$ cat src/hdl/cave_automaton_generation_step_assert.svh
// Assertion macros for the cave automaton generation step.
// Used by modules with ports named clock and reset.
`ifndef CAVE_AUTOMATON_GENERATION_STEP_ASSERT_SVH
`define CAVE_AUTOMATON_GENERATION_STEP_ASSERT_SVH

// Condition must hold in the same cycle as the trigger.
`define CAGS_ASSERT_NOW(label, trig, cond, msg) \
   label: assert property (@(posedge clock) disable iff (reset) (trig) |-> (cond)) \
      else $error(msg);

// Condition must hold in the cycle after the trigger.
`define CAGS_ASSERT_NEXT(label, trig, cond, msg) \
   label: assert property (@(posedge clock) disable iff (reset) (trig) |=> (cond)) \
      else $error(msg);

`endif

$ cat src/hdl/cags_pkg.sv
// Shared types, constants and helpers for the cave automaton generation step.
// No dependencies.
package cags_pkg;

   localparam int MAX_COLS   = 64;
   localparam int LANE_CELLS = 8;
   localparam int LANE_COUNT = MAX_COLS / LANE_CELLS;
   localparam int COL_W      = 7;
   localparam int LIMIT_W    = 4;
   localparam int CNT_W      = 4;
   localparam int CSR_IDX_W  = 2;
   localparam int CSR_DATA_W = 7;

   localparam logic [CSR_IDX_W-1:0] CSR_COL_COUNT   = 2'd0;
   localparam logic [CSR_IDX_W-1:0] CSR_BIRTH_LIMIT = 2'd1;
   localparam logic [CSR_IDX_W-1:0] CSR_DEATH_LIMIT = 2'd2;

   localparam logic [COL_W-1:0]   COL_COUNT_RESET   = COL_W'(MAX_COLS);
   localparam logic [LIMIT_W-1:0] BIRTH_LIMIT_RESET = 4'd3;
   localparam logic [LIMIT_W-1:0] DEATH_LIMIT_RESET = 4'd3;

   typedef logic [MAX_COLS-1:0]     row_type;
   typedef logic [LANE_CELLS+1:0]   lane_win_type;
   typedef logic [LANE_CELLS-1:0]   lane_cells_type;

   typedef struct packed {
      logic [COL_W-1:0]   col_count;
      logic [LIMIT_W-1:0] birth_limit;
      logic [LIMIT_W-1:0] death_limit;
   } cfg_type;

   typedef struct packed {
      row_type up;
      row_type mid;
      row_type down;
      logic    frame_end;
   } job_type;

   // Bit k is set when column k lies inside the grid. Counts above the row
   // width simply select every column.
   function automatic row_type width_mask(input logic [COL_W-1:0] n);
      row_type m;
      for (int k = 0; k < MAX_COLS; k++) begin
         m[k] = (COL_W'(k) < n);
      end
      return m;
   endfunction

endpackage

$ cat src/hdl/cags_lane.sv
// One lane: next generation of a group of adjacent cells from 3x3 windows.
// Depends on cags_pkg.
module cags_lane
   import cags_pkg::*;
(
   input  lane_win_type       up_win,
   input  lane_win_type       mid_win,
   input  lane_win_type       down_win,
   input  lane_cells_type     active,
   input  logic [LIMIT_W-1:0] birth_limit,
   input  logic [LIMIT_W-1:0] death_limit,
   output lane_cells_type     cells
);

   always_comb begin
      logic [CNT_W-1:0] cnt;
      cnt = '0;
      for (int i = 0; i < LANE_CELLS; i++) begin
         // Window bit i+1 is the cell itself; i and i+2 are its neighbors.
         cnt = CNT_W'(up_win[i])   + CNT_W'(up_win[i+1])   + CNT_W'(up_win[i+2])
             + CNT_W'(mid_win[i])  + CNT_W'(mid_win[i+1])  + CNT_W'(mid_win[i+2])
             + CNT_W'(down_win[i]) + CNT_W'(down_win[i+1]) + CNT_W'(down_win[i+2]);
         if (mid_win[i+1]) begin
            cells[i] = active[i] & (cnt >= death_limit);
         end else begin
            cells[i] = active[i] & (cnt > birth_limit);
         end
      end
   end

endmodule

$ cat src/hdl/cags_gen.sv
// Row generator: pads three rows with the live border, runs the lanes side by
// side and merges their cell groups into one row. Depends on cags_pkg, cags_lane.
module cags_gen
   import cags_pkg::*;
(
   input  job_type cfg_job,
   input  cfg_type cfg,
   output row_type new_row
);

   row_type                   mask;
   logic [MAX_COLS+1:0]       up_ext;
   logic [MAX_COLS+1:0]       mid_ext;
   logic [MAX_COLS+1:0]       down_ext;
   lane_cells_type            lane_out [LANE_COUNT];

   // Columns outside the active width, and the border columns beyond both edges, read alive.
   assign mask     = width_mask(cfg.col_count);
   assign up_ext   = {1'b1, cfg_job.up   | ~mask, 1'b1};
   assign mid_ext  = {1'b1, cfg_job.mid  | ~mask, 1'b1};
   assign down_ext = {1'b1, cfg_job.down | ~mask, 1'b1};

   for (genvar g = 0; g < LANE_COUNT; g++) begin : g_lane
      cags_lane u_lane (
         .up_win      (up_ext[g*LANE_CELLS +: LANE_CELLS+2]),
         .mid_win     (mid_ext[g*LANE_CELLS +: LANE_CELLS+2]),
         .down_win    (down_ext[g*LANE_CELLS +: LANE_CELLS+2]),
         .active      (mask[g*LANE_CELLS +: LANE_CELLS]),
         .birth_limit (cfg.birth_limit),
         .death_limit (cfg.death_limit),
         .cells       (lane_out[g])
      );
      assign new_row[g*LANE_CELLS +: LANE_CELLS] = lane_out[g];
   end

endmodule

$ cat src/hdl/cave_automaton_generation_step.sv
// Top level of the cave automaton generation step: row window, job and output
// registers. Depends on cags_pkg, cags_gen and the assertion macro header.
//
// Usage: the grid streams in on the req_ channel one row per transfer, top row
// first, with req_last_row set on the final row. Each new-generation row leaves
// on the rsp_ channel once the row below it has arrived; the final row of the
// grid releases two results, the row above it and then itself, the second one
// carrying rsp_frame_end. A one-row grid gives a single result with frame_end.
// A released result moves through the job register and then the output register.
// Throughput: one row per cycle while rsp_stall is low; after the last row of a
// grid of two or more rows, req_stall holds off input until the follow-up job moves.
// The cells of all 64 columns are computed combinationally by eight lanes of eight
// cells each, between the job register and the output register.
// When the receiver stalls, the output register holds its result and the job
// register can still take one more row before req_stall rises.
// Reset (synchronous) empties the pipeline, clears the row window to the start
// of a grid and loads the default register values: 64 columns, limits of 3.
// Registers must be written through csr_write/csr_index/csr_data only while the
// block is idle (not enforced by the block); they apply from the next row.
`include "cave_automaton_generation_step_assert.svh"

module cave_automaton_generation_step
   import cags_pkg::*;
(
   input  logic                  clock,
   input  logic                  reset,
   input  logic                  csr_write,
   input  logic [CSR_IDX_W-1:0]  csr_index,
   input  logic [CSR_DATA_W-1:0] csr_data,
   input  logic                  req_valid,
   output logic                  req_stall,
   input  row_type               req_row_cells,
   input  logic                  req_last_row,
   output logic                  rsp_valid,
   input  logic                  rsp_stall,
   output row_type               rsp_new_row,
   output logic                  rsp_frame_end
);

   localparam row_type BORDER = '1;

   cfg_type cfg_ff, cfg_in;

   // Row window: the row above the pending middle row, and the middle row.
   row_type row_above_ff, row_above_in;
   row_type row_middle_ff, row_middle_in;
   logic    middle_valid_ff, middle_valid_in;

   // Job register feeding the lanes, plus the follow-up job of a final row.
   job_type job_ff, job_in;
   logic    job_valid_ff, job_valid_in;
   logic    fu_valid_ff, fu_valid_in;
   row_type fu_up_ff, fu_up_in;
   row_type fu_mid_ff, fu_mid_in;

   logic    out_valid_ff, out_valid_in;
   row_type out_row_ff, out_row_in;
   logic    out_fend_ff, out_fend_in;

   row_type gen_row;
   logic    out_load;
   logic    job_adv;
   logic    job_free;
   logic    req_take;

   cags_gen u_gen (
      .cfg_job (job_ff),
      .cfg     (cfg_ff),
      .new_row (gen_row)
   );

   // The output register takes a new result whenever it is empty or its
   // result is transferred in this cycle.
   assign out_load  = !out_valid_ff || !rsp_stall;
   assign job_adv   = job_valid_ff && out_load;
   assign job_free  = !job_valid_ff || job_adv;
   assign req_stall = fu_valid_ff || !job_free;
   assign req_take  = req_valid && !req_stall;

   always_comb begin
      cfg_in = cfg_ff;
      if (csr_write) begin
         case (csr_index)
            CSR_COL_COUNT:   cfg_in.col_count   = csr_data[COL_W-1:0];
            CSR_BIRTH_LIMIT: cfg_in.birth_limit = csr_data[LIMIT_W-1:0];
            CSR_DEATH_LIMIT: cfg_in.death_limit = csr_data[LIMIT_W-1:0];
            default:         cfg_in = cfg_ff;
         endcase
      end
   end

   always_comb begin
      row_above_in    = row_above_ff;
      row_middle_in   = row_middle_ff;
      middle_valid_in = middle_valid_ff;
      job_in          = job_ff;
      job_valid_in    = job_valid_ff && !job_adv;
      fu_valid_in     = fu_valid_ff;
      fu_up_in        = fu_up_ff;
      fu_mid_in       = fu_mid_ff;

      if (fu_valid_ff && job_free) begin
         // Second result of a final row: that row with the border below it.
         job_in.up        = fu_up_ff;
         job_in.mid       = fu_mid_ff;
         job_in.down      = BORDER;
         job_in.frame_end = 1'b1;
         job_valid_in     = 1'b1;
         fu_valid_in      = 1'b0;
      end else if (req_take) begin
         if (!middle_valid_ff) begin
            if (req_last_row) begin
               // A one-row grid sees the live border above and below.
               job_in.up        = BORDER;
               job_in.mid       = req_row_cells;
               job_in.down      = BORDER;
               job_in.frame_end = 1'b1;
               job_valid_in     = 1'b1;
               row_above_in     = BORDER;
               row_middle_in    = '0;
               middle_valid_in  = 1'b0;
            end else begin
               row_middle_in   = req_row_cells;
               middle_valid_in = 1'b1;
            end
         end else begin
            job_in.up        = row_above_ff;
            job_in.mid       = row_middle_ff;
            job_in.down      = req_row_cells;
            job_in.frame_end = 1'b0;
            job_valid_in     = 1'b1;
            if (req_last_row) begin
               fu_valid_in     = 1'b1;
               fu_up_in        = row_middle_ff;
               fu_mid_in       = req_row_cells;
               row_above_in    = BORDER;
               row_middle_in   = '0;
               middle_valid_in = 1'b0;
            end else begin
               row_above_in  = row_middle_ff;
               row_middle_in = req_row_cells;
            end
         end
      end
   end

   always_comb begin
      out_valid_in = out_valid_ff;
      out_row_in   = out_row_ff;
      out_fend_in  = out_fend_ff;
      if (out_load) begin
         out_valid_in = job_valid_ff;
         out_row_in   = gen_row;
         out_fend_in  = job_ff.frame_end;
      end
   end

   always_ff @(posedge clock) begin
      if (reset) begin
         cfg_ff.col_count   <= COL_COUNT_RESET;
         cfg_ff.birth_limit <= BIRTH_LIMIT_RESET;
         cfg_ff.death_limit <= DEATH_LIMIT_RESET;
         row_above_ff       <= BORDER;
         row_middle_ff      <= '0;
         middle_valid_ff    <= 1'b0;
         job_valid_ff       <= 1'b0;
         fu_valid_ff        <= 1'b0;
         out_valid_ff       <= 1'b0;
      end else begin
         cfg_ff          <= cfg_in;
         row_above_ff    <= row_above_in;
         row_middle_ff   <= row_middle_in;
         middle_valid_ff <= middle_valid_in;
         job_valid_ff    <= job_valid_in;
         fu_valid_ff     <= fu_valid_in;
         out_valid_ff    <= out_valid_in;
      end
   end

   // Payload registers carry no reset.
   always_ff @(posedge clock) begin
      job_ff      <= job_in;
      fu_up_ff    <= fu_up_in;
      fu_mid_ff   <= fu_mid_in;
      out_row_ff  <= out_row_in;
      out_fend_ff <= out_fend_in;
   end

   assign rsp_valid     = out_valid_ff;
   assign rsp_new_row   = out_row_ff;
   assign rsp_frame_end = out_fend_ff;

   // A pending follow-up job always sits behind a job that is still held.
   `CAGS_ASSERT_NOW(a_fu_behind_job, fu_valid_ff, job_valid_ff,
      "follow-up job pending with an empty job register")
   // The row window is back at the start of a grid while the follow-up waits.
   `CAGS_ASSERT_NOW(a_fu_window_clear, fu_valid_ff, !middle_valid_ff,
      "row window not cleared behind a final row")
   // A final row after a stored middle row schedules its second result.
   `CAGS_ASSERT_NEXT(a_last_sets_fu, req_take && req_last_row && middle_valid_ff,
      fu_valid_ff && job_valid_ff, "final row did not schedule two results")
   // Any row that is not final leaves a middle row stored.
   `CAGS_ASSERT_NEXT(a_row_stored, req_take && !req_last_row, middle_valid_ff,
      "accepted row not kept as middle row")

endmodule
$ cat config.mk
export PLATFORM = sky130hd
export DESIGN_NAME = cave_automaton_generation_step
export DESIGN_NICKNAME = d
export VERILOG_FILES = /design/src/hdl/cags_pkg.sv /design/src/hdl/cags_lane.sv /design/src/hdl/cags_gen.sv /design/src/hdl/cave_automaton_generation_step.sv
export VERILOG_INCLUDE_DIRS = /design/src /design/src/hdl
export SDC_FILE = /design/constraint.sdc
export NUM_CORES = 2
export LEC_CHECK = 0
export ABC_AREA = 1
export BUFFER_PORTS_ARGS = -buffer_cell sky130_fd_sc_hd__buf_2
export CAP_MARGIN = 20
export CORE_MARGIN = 4
export CORE_UTILIZATION = 35
export DETAILED_ROUTE_END_ITERATION = 8
export PLACE_DENSITY = 0.54
export SETUP_SLACK_MARGIN = 0.1
export SLEW_MARGIN = 5
export SYNTH_ARGS = -nofsm -noshare
export SYNTH_HDL_FRONTEND = slang
export SYNTH_SLANG_ARGS = --single-unit
$ cat constraint.sdc
create_clock -name clock -period 4.53 [get_ports clock]
set_input_delay 0.6795 -clock clock [delete_from_list [all_inputs] [get_ports clock]]
set_output_delay 0.6795 -clock clock [all_outputs]
set_load 0.005 [all_outputs]
==> flow_metrics.env <==
export IMPL_outcome="complete, but fails checks"
export IMPL_failed_checks="setup timing"
export IMPL_port_buffers=145
export IMPL_synth_simple_area_share_pct=18.3
export IMPL_cp_start_kind="flip-flop"
export IMPL_synth_xor_area_share_pct=1.24
export IMPL_crit_type="flip-flop to flip-flop"
export IMPL_final_hold_violation_count=0
export IMPL_sw_frac_of_total_pct=45.1
export IMPL_r2r_end="rsp_new_row[8]"
export IMPL_firstDrtPassIters=5
export IMPL_seqPwrFrac_pct=16.7
export IMPL_hold_end="fu_mid_ff[50]"
export IMPL_grt_start_max_net_pins=131
export IMPL_dr_wl_met2_um=67700
export IMPL_drt_iter0_drc=2239
export IMPL_grt_pass1_vias=38600
export IMPL_worst_setup_path_end_kind="flip-flop"
export IMPL_cts_sink_count=533
export IMPL_grt_pass1_wl_um=219000
export IMPL_synth_fa_ha_area_share_pct=32.0
export IMPL_power_density_nw_per_um2=673
export IMPL_async_flop_share_pct=0
export IMPL_avgSynthCellArea_um2=8.24
export IMPL_p_leak_uw=0.0283
export IMPL_fin_nets=7205
export IMPL_period_needed_ns=4.88
export IMPL_cts_hold_buf=0
export IMPL_die_x_um=370
export IMPL_synth_warnings=0
export IMPL_ys_seq_area_share_pct=30.2
export IMPL_hp_start="req_row_cells[50]"
export IMPL_area_delta_synth_final_pct=25.5
export IMPL_vias_per_cell=4.82
export IMPL_period_share_pct=108
export IMPL_synth_nets=6647
export IMPL_worstMarginPinSlew_ns=1.14
export IMPL_num_vias=38300
export IMPL_timing_rr_start="cfg_ff[13]"
export IMPL_met3_length_um=8070
export IMPL_synth_compound_gate_area_share_pct=7.55
export IMPL_clk_path_buf_depth=3
export IMPL_syn_area_um2=46000
export IMPL_cp_required_ns=4.94
export IMPL_wl_per_cell_um=17.8
export IMPL_fin_util_pct=44.4
export IMPL_grt_usage_pct=20.5
export IMPL_start_util_pct=35.4
export IMPL_path_clk_slew_ns=0.06
export IMPL_setup_viol=62
export IMPL_vdd_drop_max_mv=0.245
export IMPL_rsz0062_at_grt="yes"
export IMPL_synthMuxAreaShare_pct=0
export IMPL_wl_met1_um=62200
export IMPL_grt_ovfl_total=0
export IMPL_antenna_found_initial=12
export IMPL_worstPathMaxFanout=6
export IMPL_layout_setup_ws_ns=-0.354
export IMPL_clkLatencyLatePin_ns=0.67
export IMPL_htree_levels=3
export IMPL_synth_top_family_by_area="adder cells"
export IMPL_num_rows=132
export IMPL_hpwl_um=96900
export IMPL_combPwrFrac_pct=68.3
export IMPL_clock_power_share_pct=15.0
export IMPL_ioPinCount=146
export IMPL_skew_ns=0.0287
export IMPL_reg2reg_depth=21
export IMPL_ant_nets=0
export IMPL_drt_total_wl_um=142000
export IMPL_cts_root_buf="clkbuf_16"
export IMPL_tns_ns=-11.65
export IMPL_hold_path_depth=1
export IMPL_ys_ff_latch=533
export IMPL_synth_ff_type="edfxtp_1"
export IMPL_hold_path_class="input port to flip-flop"
export IMPL_timing_slew_headroom_pct=23.9
export IMPL_die_area_um2=137000
export IMPL_cts_tree="yes"
export IMPL_internal_power_uw=21400
export IMPL_die_h_um=370
export IMPL_layout_drive_gt1_share_pct=22.6
export IMPL_synth_edf_count=321
export IMPL_drcViolationCount=0
export IMPL_drv_slew=0
export IMPL_synth_distinct_cells=35
export IMPL_arrival_ns=5.30
export IMPL_p_sw_uw=17500
export IMPL_fp_coreArea_um2=130000
export IMPL_maxCapViolCount=0
export IMPL_rrSetupSlack_ns=-0.35
export IMPL_synth_cells=5581
export IMPL_cts_buffers=70
export IMPL_place_congestion=0.848
export IMPL_highest_signal_layer="met5"
export IMPL_fmax_mhz=205
[layout by cell type (no fill, tap or decap), types with 6 or more instances in the layout]
cell and count:
fa_1 222, nand3_1 489, buf_6 67, edfxtp_1 321, diode_2 6, o211ai_1 10, dfxtp_4 9, nor2_4 45
clkinv_2 18, o21bai_1 7, nor2_1 306, buf_2 144, inv_1 942, fa_2 93, xnor2_2 57, inv_2 156
xnor2_1 8, nand2_8 7, buf_4 400, clkbuf_16 73, ha_1 593, nand2_4 30, inv_6 10, nand2_1 1052
ha_4 73, ha_2 6, o21ai_0 281, o21ai_1 60, dfxtp_1 201, or2_4 22, inv_4 24, buf_12 20
a21oi_1 280, bufinv_16 8, o21ai_2 8, o21ai_4 24, clkbuf_1 14, nor2_2 43, nand2_2 28
[layer usage]
metal / GRT usage, % / up-vias
li1: - / 18900
met1: 26.9 / 18300
met2: 35.1 / 855
met3: 3.46 / 193
met4: 4.79 / 6
met5: 0 / -
[registers in the layout (all words and copies together), names as in the netlist]
signal / cells
job_ff: 193
fu_mid_ff: 64
fu_up_ff: 64
row_above_ff: 64
row_middle_ff: 64
rsp_new_row: 64
cfg_ff: 15
fu_valid_ff: 1
job_valid_ff: 1
middle_valid_ff: 1
rsp_frame_end: 1
rsp_valid: 1
[kinds of logic (layout without fill, tap and decap cells)]
kind of cell,count (synthesis),count (layout)
fa+ha+maj,987,987
other cells,0,6
compound gates,678,678
xor+xnor,65,65
flops,533,533
simple gates,2035,2035
buf+inv,1283,1897
[power by group through the flow]
stage               sequential (uW)  clock (uW)  combinational, uW
detailed placement             6580           0              23400
global placement               6590           0              22400
CTS                            6500        5970              25400
finish                         6480        5830              26600
floorplan                      6430           0              17800
global route                   6540        6160              31200
[final cells by class]
cell class	count	area [um^2]
multi-input combinational	3765	30000
antenna	6	15.0
sequential	533	13900
fill	12700	72300
timing repair buffer	632	4890
tap	1742	2180
clock buffer	91	1930
clock inverter	37	430
inverter	1137	4380
[synth_stat cells, types with 2 or more instances]
library cell / count / share of area (%)
o21bai_1: 7 / 0.11
nor2_2: 4 / 0.054
or2_2: 16 / 0.22
fa_1: 315 / 14
xnor2_1: 65 / 1.2
edfxtp_1: 321 / 21
buf_2: 43 / 0.47
nor2_4: 4 / 0.098
clkbuf_2: 2 / 0.022
o21ai_0: 346 / 3.8
dfxtp_1: 212 / 9.2
a21oi_1: 285 / 3.1
o21ai_2: 5 / 0.095
nand2_4: 3 / 0.073
or2_1: 13 / 0.18
clkbuf_1: 84 / 0.69
nand3_1: 491 / 5.3
o211ai_1: 10 / 0.16
inv_1: 1124 / 9.2
nand3_2: 3 / 0.065
nor2_1: 386 / 3.2
inv_2: 11 / 0.090
o21ai_1: 22 / 0.24
buf_1: 6 / 0.049
buf_4: 10 / 0.16
nand2_1: 1110 / 9.1
ha_1: 672 / 18
nand2_2: 4 / 0.054
[worst max path at each step]
stage / startpoint / slack, ns / cells past startpoint / endpoint
floorplan: cfg_ff[14] / -0.15 / 24 / rsp_new_row[47]
global placement: cfg_ff[10] / -0.51 / 23 / rsp_new_row[39]
detailed placement: cfg_ff[10] / -0.53 / 23 / rsp_new_row[39]
CTS: cfg_ff[10] / -0.31 / 20 / rsp_new_row[9]
global route: cfg_ff[10] / -0.52 / 24 / rsp_new_row[46]
finish: cfg_ff[13] / -0.35 / 21 / rsp_new_row[8]
[metrics by stage]
step | hold WS [ns] | std cells | total power [uW] | setup WS [ns] | area (um^2)
floorplan | 0.409 | 5581 | 24200 | -0.151 | 46400
global placement | 0.430 | 7694 | 29000 | -0.512 | 51700
detailed placement | 0.420 | 7694 | 30000 | -0.534 | 51700
CTS | 0.180 | 7887 | 37800 | -0.314 | 56300
global route | 0.207 | 7939 | 43900 | -0.518 | 57700
finish | 0.235 | 7943 | 38900 | -0.354 | 57700
[what timing repair did]
| item | in CTS | in global routing |
|---|---|---|
| gates cloned | 0 | 0 |
| resized for setup | 477 | 265 |
| buffers inserted | 70 | 53 |
| endpoints found under the setup margin | 63 | 63 |
| pin swaps | 259 | 256 |
[critical path, stage by stage (launching register included)]
cell and delay [ns]:
dfxtp_4 0.36, nor2_4 0.24, inv_4 0.08, nor2_4 0.26, buf_6 0.17, buf_12 0.09, o21ai_4 0.08, inv_2 0.07
or2_4 0.13, ha_4 0.19, fa_1 0.47, fa_1 0.52, fa_1 0.49, ha_2 0.20, fa_2 0.61, ha_4 0.21
inv_2 0.05, nor2_2 0.03, o21ai_1 0.13, nand3_1 0.08, nor2_1 0.10, nor2_1 0.06
Power figures use the tool's default switching activity.
